File: src/design/lbct_pkg.sv
// shared constants and codes for the block cache tag engine
// no dependencies; imported by lru_block_cache_tags and its testbench
package lbct_pkg;

  localparam int MAX_ENTRIES = 64;
  localparam int ADDR_W      = $clog2(MAX_ENTRIES);
  localparam int CNT_W       = ADDR_W + 1;

  localparam int CMD_W   = 2;
  localparam int DISK_W  = 5;
  localparam int BLOCK_W = 17;
  localparam int STAMP_W = 32;
  localparam int COUNT_W = 32;
  localparam int STAT_W  = 3;
  localparam int SLOT_W  = 6;
  localparam int EIU_W   = 7;
  localparam int CIDX_W  = 2;
  localparam int ENTRY_W = DISK_W + BLOCK_W + STAMP_W;

  localparam logic [DISK_W-1:0]  DISK_LIMIT  = DISK_W'(16);
  localparam logic [BLOCK_W-1:0] BLOCK_LIMIT = BLOCK_W'(65536);
  localparam logic [EIU_W-1:0]   EIU_RESET   = EIU_W'(64);

  localparam logic [CMD_W-1:0] CMD_LOOKUP = 2'd0;
  localparam logic [CMD_W-1:0] CMD_UPDATE = 2'd1;
  localparam logic [CMD_W-1:0] CMD_INSERT = 2'd2;
  localparam logic [CMD_W-1:0] CMD_NOP    = 2'd3;

  localparam logic [STAT_W-1:0] ST_OK    = 3'd0;
  localparam logic [STAT_W-1:0] ST_MISS  = 3'd1;
  localparam logic [STAT_W-1:0] ST_OFF   = 3'd2;
  localparam logic [STAT_W-1:0] ST_RANGE = 3'd3;
  localparam logic [STAT_W-1:0] ST_DUP   = 3'd4;

  localparam logic [CIDX_W-1:0] REG_CACHE_ON = 2'd0;
  localparam logic [CIDX_W-1:0] REG_ENTRIES  = 2'd1;

  typedef struct packed {
    logic [DISK_W-1:0]  disk;
    logic [BLOCK_W-1:0] block;
    logic [STAMP_W-1:0] stamp;
  } entry_t;

endpackage

File: src/design/lbct_ram.sv
// generic single write port, single read port ram with registered read
// no dependencies
module lbct_ram #(
  parameter int WIDTH = 8,
  parameter int DEPTH = 16
) (
  input  logic                     clk,
  input  logic                     we,
  input  logic [$clog2(DEPTH)-1:0] waddr,
  input  logic [WIDTH-1:0]         wdata,
  input  logic                     re,
  input  logic [$clog2(DEPTH)-1:0] raddr,
  output logic [WIDTH-1:0]         rdata
);

  logic [WIDTH-1:0] mem [DEPTH];

  always_ff @(posedge clk) begin
    if (we) begin
      mem[waddr] <= wdata;
    end
    if (re) begin
      rdata <= mem[raddr];
    end
  end

endmodule

File: src/design/lru_block_cache_tags.sv
// tag and lru engine of a fully associative block cache
// depends on lbct_pkg and lbct_ram (key and stamp store)
//
//   channel | ports                                        | direction
//   in      | in_valid in_stall in_cmd in_disk/block_number | item in
//   out     | out_valid out_stall out_status/slot/evicted.. | result out
//   cfg     | cfg_we cfg_index cfg_wdata                   | register write
//
// lookup, update and in-range insert with the cache on scan the active slots
// through the single read port of the tag ram, one entry a cycle; other items
// skip the scan. no new item is taken until the last result is loaded out.
// reset is synchronous, active low; it clears valid bits, counters and clock,
// and the input is held off while it is asserted.
// a stalled result waits in the output register while the next item is taken.
module lru_block_cache_tags (
  input  logic                         clk,
  input  logic                         rst_n,
  input  logic                         in_valid,
  output logic                         in_stall,
  input  logic [lbct_pkg::CMD_W-1:0]   in_cmd,
  input  logic [lbct_pkg::DISK_W-1:0]  in_disk_number,
  input  logic [lbct_pkg::BLOCK_W-1:0] in_block_number,
  output logic                         out_valid,
  input  logic                         out_stall,
  output logic [lbct_pkg::STAT_W-1:0]  out_status,
  output logic [lbct_pkg::SLOT_W-1:0]  out_slot,
  output logic                         out_evicted,
  output logic [lbct_pkg::COUNT_W-1:0] out_query_total,
  output logic [lbct_pkg::COUNT_W-1:0] out_hit_total,
  input  logic                         cfg_we,
  input  logic [lbct_pkg::CIDX_W-1:0]  cfg_index,
  input  logic [lbct_pkg::EIU_W-1:0]   cfg_wdata
);
  import lbct_pkg::*;

  localparam logic [1:0] S_IDLE = 2'd0;
  localparam logic [1:0] S_SCAN = 2'd1;
  localparam logic [1:0] S_WAIT = 2'd2;

  localparam int CMP_W = (CNT_W > EIU_W) ? CNT_W : EIU_W;
  localparam logic [CMP_W-1:0] N_MIN = CMP_W'(2);
  localparam logic [CMP_W-1:0] N_MAX = CMP_W'(MAX_ENTRIES);

  logic [1:0]             state_r, state_nxt;
  logic                   cache_on_r;
  logic [EIU_W-1:0]       eiu_r;
  logic [MAX_ENTRIES-1:0] valid_r, valid_nxt;
  logic [STAMP_W-1:0]     tick_r, tick_nxt;
  logic [COUNT_W-1:0]     query_r, query_nxt;
  logic [COUNT_W-1:0]     hit_r, hit_nxt;

  // scan control
  logic [CNT_W-1:0]       idx_r, idx_nxt;
  logic [CNT_W-1:0]       pidx_r, pidx_nxt;
  logic                   pv_r, pv_nxt;

  // item being worked on
  logic [CMD_W-1:0]       cmd_r;
  logic [DISK_W-1:0]      disk_r;
  logic [BLOCK_W-1:0]     block_r;

  // insert search state
  logic                   dup_r, dup_nxt;
  logic                   found_r, found_nxt;
  logic                   free_r, free_nxt;
  logic [ADDR_W-1:0]      free_idx_r, free_idx_nxt;
  logic [STAMP_W-1:0]     min_r, min_nxt;
  logic [ADDR_W-1:0]      min_idx_r, min_idx_nxt;

  // pending result
  logic [STAT_W-1:0]      res_status_r, res_status_nxt;
  logic [ADDR_W-1:0]      res_slot_r, res_slot_nxt;
  logic                   res_evict_r, res_evict_nxt;

  logic                   out_valid_r;
  logic [STAT_W-1:0]      out_status_r;
  logic [SLOT_W-1:0]      out_slot_r;
  logic                   out_evicted_r;
  logic [COUNT_W-1:0]     out_query_r;
  logic [COUNT_W-1:0]     out_hit_r;

  logic                   accept;
  logic                   out_load;
  logic [CMP_W-1:0]       eiu_ext;
  logic [CNT_W-1:0]       n_act;
  logic                   cache_clear;

  logic                   ram_we, ram_re;
  logic [ADDR_W-1:0]      ram_waddr;
  entry_t                 ram_wdata, ram_rdata;

  logic                   ent_valid, ent_match, last;
  logic [ADDR_W-1:0]      cur;
  logic                   range_bad;

  lbct_ram #(
    .WIDTH (ENTRY_W),
    .DEPTH (MAX_ENTRIES)
  ) u_tag_ram (
    .clk   (clk),
    .we    (ram_we),
    .waddr (ram_waddr),
    .wdata (ram_wdata),
    .re    (ram_re),
    .raddr (idx_r[ADDR_W-1:0]),
    .rdata (ram_rdata)
  );

  // active slot count, saturated into [2, MAX_ENTRIES]
  always_comb begin
    eiu_ext = CMP_W'(eiu_r);
    priority if (eiu_ext < N_MIN) begin
      n_act = CNT_W'(N_MIN);
    end else if (eiu_ext > N_MAX) begin
      n_act = CNT_W'(N_MAX);
    end else begin
      n_act = CNT_W'(eiu_ext);
    end
  end

  assign accept      = in_valid && !in_stall;
  assign in_stall    = (state_r != S_IDLE) || !rst_n;
  assign out_load    = (state_r == S_WAIT) && (!out_valid_r || !out_stall);
  assign cache_clear = cfg_we && (cfg_index == REG_CACHE_ON) && cfg_wdata[0] && !cache_on_r;
  assign range_bad   = (in_disk_number > DISK_LIMIT) || (in_block_number > BLOCK_LIMIT);

  assign cur       = pidx_r[ADDR_W-1:0];
  assign ent_valid = valid_r[cur];
  assign ent_match = ent_valid && (ram_rdata.disk == disk_r) && (ram_rdata.block == block_r);
  assign last      = (pidx_r == n_act - CNT_W'(1));

  always_comb begin
    logic              dup_now, free_now;
    logic [ADDR_W-1:0] free_idx_now, min_idx_now, pick;
    logic [STAMP_W-1:0] min_now;

    state_nxt      = state_r;
    valid_nxt      = valid_r;
    tick_nxt       = tick_r;
    query_nxt      = query_r;
    hit_nxt        = hit_r;
    idx_nxt        = idx_r;
    pidx_nxt       = pidx_r;
    pv_nxt         = 1'b0;
    dup_nxt        = dup_r;
    found_nxt      = found_r;
    free_nxt       = free_r;
    free_idx_nxt   = free_idx_r;
    min_nxt        = min_r;
    min_idx_nxt    = min_idx_r;
    res_status_nxt = res_status_r;
    res_slot_nxt   = res_slot_r;
    res_evict_nxt  = res_evict_r;
    ram_we         = 1'b0;
    ram_re         = 1'b0;
    ram_waddr      = cur;
    ram_wdata      = '{disk: ram_rdata.disk, block: ram_rdata.block, stamp: tick_r};

    // current entry folded into the insert search
    dup_now      = dup_r || ent_match;
    free_now     = free_r || !ent_valid;
    free_idx_now = free_r ? free_idx_r : cur;
    if ((pidx_r == '0) || (ram_rdata.stamp < min_r)) begin
      min_now     = ram_rdata.stamp;
      min_idx_now = cur;
    end else begin
      min_now     = min_r;
      min_idx_now = min_idx_r;
    end
    pick = free_now ? free_idx_now : min_idx_now;

    if (cache_clear) begin
      valid_nxt = '0;
    end

    unique case (state_r)
      S_IDLE: begin
        if (accept) begin
          idx_nxt        = '0;
          dup_nxt        = 1'b0;
          found_nxt      = 1'b0;
          free_nxt       = 1'b0;
          res_status_nxt = ST_OK;
          res_slot_nxt   = '0;
          res_evict_nxt  = 1'b0;
          state_nxt      = S_WAIT;
          unique case (in_cmd)
            CMD_LOOKUP: begin
              tick_nxt  = tick_r + STAMP_W'(1);
              query_nxt = query_r + COUNT_W'(1);
              if (!cache_on_r) begin
                res_status_nxt = ST_OFF;
              end else begin
                state_nxt = S_SCAN;
              end
            end
            CMD_UPDATE: begin
              tick_nxt = tick_r + STAMP_W'(1);
              if (!cache_on_r) begin
                res_status_nxt = ST_OFF;
              end else begin
                state_nxt = S_SCAN;
              end
            end
            CMD_INSERT: begin
              priority if (range_bad) begin
                res_status_nxt = ST_RANGE;
              end else if (!cache_on_r) begin
                res_status_nxt = ST_OFF;
              end else begin
                tick_nxt  = tick_r + STAMP_W'(1);
                state_nxt = S_SCAN;
              end
            end
            CMD_NOP: begin
              res_status_nxt = ST_OK;
            end
            default: begin
              res_status_nxt = ST_OK;
            end
          endcase
        end
      end
      S_SCAN: begin
        if (idx_r < n_act) begin
          ram_re   = 1'b1;
          pv_nxt   = 1'b1;
          pidx_nxt = idx_r;
          idx_nxt  = idx_r + CNT_W'(1);
        end
        if (pv_r) begin
          unique case (cmd_r)
            CMD_LOOKUP: begin
              if (ent_match) begin
                ram_we         = 1'b1;
                hit_nxt        = hit_r + COUNT_W'(1);
                res_status_nxt = ST_OK;
                res_slot_nxt   = cur;
                state_nxt      = S_WAIT;
              end else if (last) begin
                res_status_nxt = ST_MISS;
                state_nxt      = S_WAIT;
              end
            end
            CMD_UPDATE: begin
              // every match is restamped, the first one is reported
              if (ent_match) begin
                ram_we    = 1'b1;
                found_nxt = 1'b1;
                if (!found_r) begin
                  res_slot_nxt = cur;
                end
              end
              if (last) begin
                res_status_nxt = (found_r || ent_match) ? ST_OK : ST_MISS;
                state_nxt      = S_WAIT;
              end
            end
            default: begin
              dup_nxt      = dup_now;
              free_nxt     = free_now;
              free_idx_nxt = free_idx_now;
              min_nxt      = min_now;
              min_idx_nxt  = min_idx_now;
              if (last) begin
                state_nxt = S_WAIT;
                if (dup_now) begin
                  res_status_nxt = ST_DUP;
                end else begin
                  ram_we         = 1'b1;
                  ram_waddr      = pick;
                  ram_wdata      = '{disk: disk_r, block: block_r, stamp: tick_r};
                  valid_nxt[pick] = 1'b1;
                  res_status_nxt = ST_OK;
                  res_slot_nxt   = pick;
                  res_evict_nxt  = !free_now;
                end
              end
            end
          endcase
        end
      end
      S_WAIT: begin
        if (out_load) begin
          state_nxt = S_IDLE;
        end
      end
      default: begin
        state_nxt = S_IDLE;
      end
    endcase
  end

  always_ff @(posedge clk) begin
    if (!rst_n) begin
      state_r     <= S_IDLE;
      cache_on_r  <= 1'b0;
      eiu_r       <= EIU_RESET;
      valid_r     <= '0;
      tick_r      <= '0;
      query_r     <= '0;
      hit_r       <= '0;
      pv_r        <= 1'b0;
      out_valid_r <= 1'b0;
    end else begin
      state_r <= state_nxt;
      valid_r <= valid_nxt;
      tick_r  <= tick_nxt;
      query_r <= query_nxt;
      hit_r   <= hit_nxt;
      pv_r    <= pv_nxt;
      if (cfg_we) begin
        unique case (cfg_index)
          REG_CACHE_ON: cache_on_r <= cfg_wdata[0];
          REG_ENTRIES:  eiu_r      <= cfg_wdata;
          default: begin
          end
        endcase
      end
      if (out_load) begin
        out_valid_r <= 1'b1;
      end else if (!out_stall) begin
        out_valid_r <= 1'b0;
      end
    end
  end

  always_ff @(posedge clk) begin
    idx_r        <= idx_nxt;
    pidx_r       <= pidx_nxt;
    dup_r        <= dup_nxt;
    found_r      <= found_nxt;
    free_r       <= free_nxt;
    free_idx_r   <= free_idx_nxt;
    min_r        <= min_nxt;
    min_idx_r    <= min_idx_nxt;
    res_status_r <= res_status_nxt;
    res_slot_r   <= res_slot_nxt;
    res_evict_r  <= res_evict_nxt;
    if (accept) begin
      cmd_r   <= in_cmd;
      disk_r  <= in_disk_number;
      block_r <= in_block_number;
    end
    if (out_load) begin
      out_status_r  <= res_status_r;
      out_slot_r    <= SLOT_W'(res_slot_r);
      out_evicted_r <= res_evict_r;
      out_query_r   <= query_r;
      out_hit_r     <= hit_r;
    end
  end

  assign out_valid       = out_valid_r;
  assign out_status      = out_status_r;
  assign out_slot        = out_slot_r;
  assign out_evicted     = out_evicted_r;
  assign out_query_total = out_query_r;
  assign out_hit_total   = out_hit_r;

endmodule

File: config.mk
export PLATFORM = sky130hd
export DESIGN_NAME = lru_block_cache_tags
export DESIGN_NICKNAME = d
export VERILOG_FILES = /design/src/design/lbct_pkg.sv /design/src/design/lbct_ram.sv /design/src/design/lru_block_cache_tags.sv
export SDC_FILE = /design/constraint.sdc
export NUM_CORES = 2
export LEC_CHECK = 0
export BUFFER_PORTS_ARGS = -buffer_cell sky130_fd_sc_hd__buf_2
export CAP_MARGIN = 20
export CELL_PAD_IN_SITES_DETAIL_PLACEMENT = 2
export CELL_PAD_IN_SITES_GLOBAL_PLACEMENT = 2
export CORE_MARGIN = 3
export CORE_UTILIZATION = 46
export DETAILED_ROUTE_END_ITERATION = 10
export PLACE_DENSITY = 0.79
export SETUP_SLACK_MARGIN = 0.15
export SKIP_LAST_GASP = 1
export SLEW_MARGIN = 40
export SYNTH_ARGS = -nofsm -noshare
export SYNTH_HDL_FRONTEND = slang
export SYNTH_SLANG_ARGS = --single-unit
File: constraint.sdc
create_clock -name clk -period 7.9 [get_ports clk]
set_input_delay 0.79 -clock clk [delete_from_list [all_inputs] [get_ports clk]]
set_output_delay 0.79 -clock clk [all_outputs]
set_load 0.02 [all_outputs]
Yosys cells after proc, flatten, opt, wreduce, memory -nomap -nowiden
Memories as Yosys holds them, arrays and structs flattened. A register that Yosys moved wholly into a read port is not among the register bits.
Cells that the tools add are included.

cells by class
  add/sub/neg operators = 5
  order comparisons = 9
  equal/unequal tests = 30
  muxes and demuxes = 91
  bitwise gates (word level) = 2
  reductions and logical operators = 47

operator list
  operator                 number
  $mux W64                 6
  $mux W54                 5
  $add A32 B1 Y32 const B  3
  $mux W6                  15
  $mux W32                 2
  $or A64 B64 Y64          1
  $pmux W32 S2             1
  $lt A32 B32 Y1           1
  $mux W7                  4
  $mux W1                  27
  $pmux W6 S2              2
  $ne A2 B2 Y1 const B     11
  $mux W3                  7
  $mux W2                  10
  $ne A3 B3 Y1 const B     6
  $eq A17 B17 Y1           1
  $gt A17 B17 Y1 const B   1
  $lt A6 B7 Y1 const B     2
  $pmux W7 S2              1
  $pmux W3 S2              2
  $reduce_and A3 Y1        4
  $reduce_and A4 Y1        3
  $reduce_and A6 Y1        2
  $reduce_and A5 Y1        2
  29 further kinds         65

word-level totals
  register bits = 341
  RAM bits = 3,456
  input port bits = 38
  output and inout bits = 76
  logic and storage cells = 213
  memories kept = 1

memory list
  name           words  width  read ports  clocked after Yosys merged registers in  wr ports  line            source
  u_tag_ram.mem  64     54     1           1                                        1         lbct_ram.sv:16  logic [WIDTH-1:0] mem [DEPTH];

Depth between registers and ports, before layout
  depth in word-level cells = 15
  gate-level depth with buffers = 15
  gate-level depth less buffers = 12

Hierarchy
From an unflattened synthesis, not the netlist that was laid out.

second synthesis, totals
  cell total of the unflattened synthesis = 7,001
  area total of the unflattened synthesis = 147,710.4 um^2

modules (own cells, without submodules)
  module                instances  cells each  area each (um^2)  seq. area each (um^2)
  lbct_ram              1          5,624       132,398.2         105,401.1
  lru_block_cache_tags  1          1,377       15,312.2          8,518.2

Least setup slack after synthesis
OpenSTA, ideal clock, no wires.

  kind = register -> register
  start = register u_tag_ram.rdata[23] (read register of u_tag_ram.mem)
  end = memory u_tag_ram.mem[39][0] (netlist name) (enable)
  library setup time = 0.532 ns
  arrival = 6.810 ns
  data required time = 7.368 ns
  path slack = 0.558 ns
  stages on the path, launching flop included = 12
  buffers on the path = 1
  clock period less this slack = 7.342 ns
  cells stage by stage = edfxtp_1 -> ha_1 -> a41oi_1 -> o21ai_0 -> a221o_1 -> a211oi_2 -> and2_1 -> buf_2 -> mux2_2 -> a2111oi_0 -> a21oi_2 -> nor3_1

on the way
  word-level cells in the longest chain between the ends = 9

ends and longest elaborated chain
  what                line                         source
  start, declared     lbct_ram.sv:13               output logic [WIDTH-1:0] rdata
  $lt A32 B32 Y1      lru_block_cache_tags.sv:163  if ((pidx_r == '0) || (ram_rdata.stamp < min_r)) begin
  $logic_or A1 B1 Y1  lru_block_cache_tags.sv:163
  $mux W6             lru_block_cache_tags.sv:163
  $mux W6             lru_block_cache_tags.sv:170  pick = free_now ? free_idx_now : min_idx_now;
  $mux W6             lru_block_cache_tags.sv:267  if (dup_now) begin
  $mux W6             lru_block_cache_tags.sv:265  if (last) begin
  $mux W6             lru_block_cache_tags.sv:232  unique case (cmd_r)
  $mux W6             lru_block_cache_tags.sv:231  if (pv_r) begin
  $mux W6             lru_block_cache_tags.sv:176  unique case (state_r)
  end, declared       lbct_ram.sv:16

No other way between the ends.

Final worst setup path
  start = register eiu_r[3] (netlist: eiu_ext[3])
  end = memory u_tag_ram.mem[27][15] (netlist name) (enable)

on the way
  word-level cells in the longest chain between the ends = 11
  elaborated cells between the ends (all ways) = 16
  those cells by class = 1 x add/sub; 2 x order compare; 1 x eq/ne; 12 x mux

ends and longest elaborated chain
  what                           line                         source
  start, declared                lru_block_cache_tags.sv:46   logic [EIU_W-1:0] eiu_r;
  start signal, assigned         lru_block_cache_tags.sv:315  REG_ENTRIES: eiu_r <= cfg_wdata;
  $gt A7 B7 Y1                   lru_block_cache_tags.sv:114  end else if (eiu_ext > N_MAX) begin
  $mux W7                        lru_block_cache_tags.sv:114
  $mux W7 (*)                    lru_block_cache_tags.sv:112  priority if (eiu_ext < N_MIN) begin
  $sub A7 B1 Y7 (*)              lru_block_cache_tags.sv:130  assign last = (pidx_r == n_act - CNT_W'(1));
  $eq A7 B7 Y1 (*)               lru_block_cache_tags.sv:130
  $mux W1                        lru_block_cache_tags.sv:265
  $mux W1                        -
  $mux W1                        lru_block_cache_tags.sv:231
  $mux W1                        lru_block_cache_tags.sv:176
  $mux W1                        lbct_ram.sv:19               if (we) begin
  $mux W1 (not written as such)  lbct_ram.sv:20               mem[waddr] <= wdata;

Mark *: on every way between the ends. The rest lies on a longest branch, timed or not.

==> metrics.yaml <==
status: "complete, no violations"
num_vias: 87540
placementRows: 207
timing.final.setup_violations: 0
post_cts.repair.setup_buffers: 0
portBuffers: 113
max_clock_freq_mhz: 148.8
placedInstanceArea_mm2: 0.1556
hold_class: "input port to flip-flop"
finalWeightedCongestion: 0.8442
dp_worst_setup_slack_ns: 1.805
cts_inserted_buffers: 401
wp_data_arrival_ns: 7.30
number_of_enable_flip_flop_cells_after_synthesis: 3679
grt_first_pass_wirelength_um: 848200
drt_iter0_drc: 16390
final_area_mm2: 0.1693
maximum_buffer_depth_of_the_clock_tree: 4
gr-total-overflow: 0
critPathKind: "flip-flop to flip-flop"
placedCellCount: 11249
critPathMaxFanout: 36
power.ir.vdd_worst_mv: 0.2405
ys_seq_elements: 3851
synth.avg_cell_area_um2: 21.24
worst_pin_slew_ns: 1.010
finalCritPeriodShare: 0.8509
clock_sinks: 3851
synth_net_count: 7059
via_per_inst: 7.274
period_needed_ns: 6.722
number_of_antenna_violations_at_the_first_check_in_global_routing: 68
htree_num_levels: 5
setup_repair_after_global_routing_missed_its_margin: "false"
postSynth.asyncResetShare: 0
drive_gt1_frac: 0.2671
detail_route.wirelength_um: 631700
die_h_um: 573.7
postSynth.topFlopCell: "sky130_fd_sc_hd__edfxtp_1"
routed_wirelength_normalized_by_instance_count_um: 52.50
ctsHoldBuffers: 16
final_core_utilization: 0.5302
slew_headroom: 0.3229
power.density_cell_area_mw_per_mm2: 255.5
postCtsResizedCells: 0
synth-seq-area-share: 0.7685
drtPass1Iterations: 6
regToRegSetupSlack_ns: 1.18
drv_slew: 0
grt_start_max_net_pins: 129
fin_setup_tns_ns: 0
die_x_um: 573.7
cellLeakagePower_nw: 57.37
hold_slack_ns: 0.04200
length_in_cells_of_the_worst_reg_to_reg_path: 15
grt_usage: 0.3802
cts.root.buffer_cell: "sky130_fd_sc_hd__clkbuf_16"
layout_commonest_cell: "sky130_fd_sc_hd__edfxtp_1"
drc: 0
synth.lib_cells_used.distinct: 90
clock_tree_from_tritoncts: "built"
design.portCount: 114
first_global_vias: 88218
cp_launch_type: "flip-flop"
areaGrowthSynthToFinish_pct: 14.21
final_cell_mix: "sky130_fd_sc_hd__edfxtp_1 (3679), sky130_fd_sc_hd__mux4_2 (933), sky130_fd_sc_hd__clkbuf_16 (409)"
initial_utilization: 0.4642
total_power_mw: 43.26
insertion_delay_ns: 1.03
hpwl_um: 344400
min_path_cells: 1
route.antenna.remaining_nets: 0
layout_setup_ws_ns: 1.178
syn_inst: 6979
yosys_warnings: 0
worstPathRequired_ns: 8.47
count_of_maximum_capacitance_violations: 0
mappedNetlistArea_mm2: 0.1482
worst_clock_skew_ns: 0.09565
clock_pin_slew_on_the_worst_setup_and_hold_paths_ns: 0.07
layoutNonFillerInstCount: 12034
design.final.nets: 7472
crit_path_end_kind: "flip-flop"
fillerInstances: 26652
finalHoldViolations: 0
die_area_mm2: 0.3291
core_area_mm2: 0.3193
==> logic make-up (layout without fill, tap and decap cells) <==
group	count (synthesis)	count (layout)	synth area share
buffers and inverters	431	1175	0.01214
adders and majority gates	42	42	0.003545
AOI/OAI and AO/OA	641	641	0.02780
and+or+nand+nor	743	743	0.02414
muxes	1173	1173	0.1581
other	0	27	0
xor gates and xnor gates	98	98	0.005790
DFF	3851	3851	0.7685
==> worst max-delay path, stage by stage, from the launching register on <==
cell and delay, ns:
sky130_fd_sc_hd__dfxtp_1 0.42, sky130_fd_sc_hd__or4_1 0.63, sky130_fd_sc_hd__o21ai_1 0.36, sky130_fd_sc_hd__ha_1 0.38
sky130_fd_sc_hd__nand4bb_1 0.18, sky130_fd_sc_hd__a21oi_1 0.29, sky130_fd_sc_hd__or3_1 0.18, sky130_fd_sc_hd__nand4_1 0.13
sky130_fd_sc_hd__a21oi_1 0.45, sky130_fd_sc_hd__nand4_1 0.48, sky130_fd_sc_hd__buf_4 0.42, sky130_fd_sc_hd__nor2_1 0.39
sky130_fd_sc_hd__a21oi_4 0.29, sky130_fd_sc_hd__nor3_2 0.44, sky130_fd_sc_hd__buf_4 0.51, sky130_fd_sc_hd__buf_6 0.69
==> synth_stat cells, types with 72 or more instances <==
| cell | instances | area, µm² |
|---|---|---|
| sky130_fd_sc_hd__edfxtp_1 | 3679 | 110500 |
| sky130_fd_sc_hd__mux4_2 | 933 | 21010 |
| sky130_fd_sc_hd__nand2_1 | 256 | 960.9 |
| sky130_fd_sc_hd__mux2i_1 | 230 | 2302 |
| sky130_fd_sc_hd__clkbuf_1 | 205 | 769.5 |
| sky130_fd_sc_hd__dfxtp_1 | 172 | 3443 |
| sky130_fd_sc_hd__nor2_1 | 169 | 634.4 |
| sky130_fd_sc_hd__o21ai_0 | 162 | 810.8 |
| sky130_fd_sc_hd__a21oi_1 | 146 | 730.7 |
| sky130_fd_sc_hd__o22ai_1 | 99 | 619.3 |
| sky130_fd_sc_hd__nor3_1 | 87 | 435.4 |
| sky130_fd_sc_hd__o221ai_1 | 81 | 709.4 |
| sky130_fd_sc_hd__buf_2 | 74 | 370.4 |
| sky130_fd_sc_hd__buf_1 | 72 | 270.3 |
==> worst paths after layout <==
kind / startpoint / endpoint
worst min-delay path: in_disk_number[1] / disk_r[1]
worst max register to register: eiu_ext[3] / u_tag_ram.mem[27][15]
worst max-delay path: eiu_ext[3] / u_tag_ram.mem[27][15]
worst min register to register: res_status_r[2] / out_status[2]
==> state kept, by name, summed over array words and instances (netlist names), 2 cells and up <==
register	flops
eiu_ext	7
query_r	32
out_slot	6
cmd_r	2
res_status_r	3
idx_r	7
u_tag_ram.mem	3456
state_r	2
min_idx_r	6
out_status	3
out_hit_total	32
valid_r	64
out_query_total	32
hit_r	32
block_r	17
min_r	32
free_idx_r	6
res_slot_r	6
disk_r	5
tick_r	32
pidx_r	7
u_tag_ram.rdata	54
==> layer usage <==
metal  track usage  wire length (µm)  vias up
met5             0               451        -
met4        0.2352             48270       48
met3       0.09115             70120     2187
met1        0.4706            213100    47017
met2        0.6071            299800     8276
li1              -                 -    30012
==> final cells by class <==
| type | count | area, µm² | share of cell area |
|---|---|---|---|
| Timing Repair Buffer | 375 | 3527 | 0.02083 |
| Antenna cell | 27 | 67.56 | 0.0003991 |
| Multi-Input combinational cell | 2697 | 33210 | 0.1962 |
| Inverter | 66 | 267.8 | 0.001582 |
| Sequential cell | 3851 | 114000 | 0.6731 |
| Clock inverter | 230 | 2203 | 0.01301 |
| Tap cell | 4284 | 5360 | 0.03166 |
| Clock buffer | 504 | 10700 | 0.06321 |
==> power by group <==
| part | switching (mW) | leakage (nW) | internal, mW |
|---|---|---|---|
| logic | 0.762 | 12.2 | 0.382 |
| clock network | 9.16 | 6.35 | 10.9 |
| registers | 0.0281 | 38.8 | 22.1 |
Power figures use the tool's default switching activity.
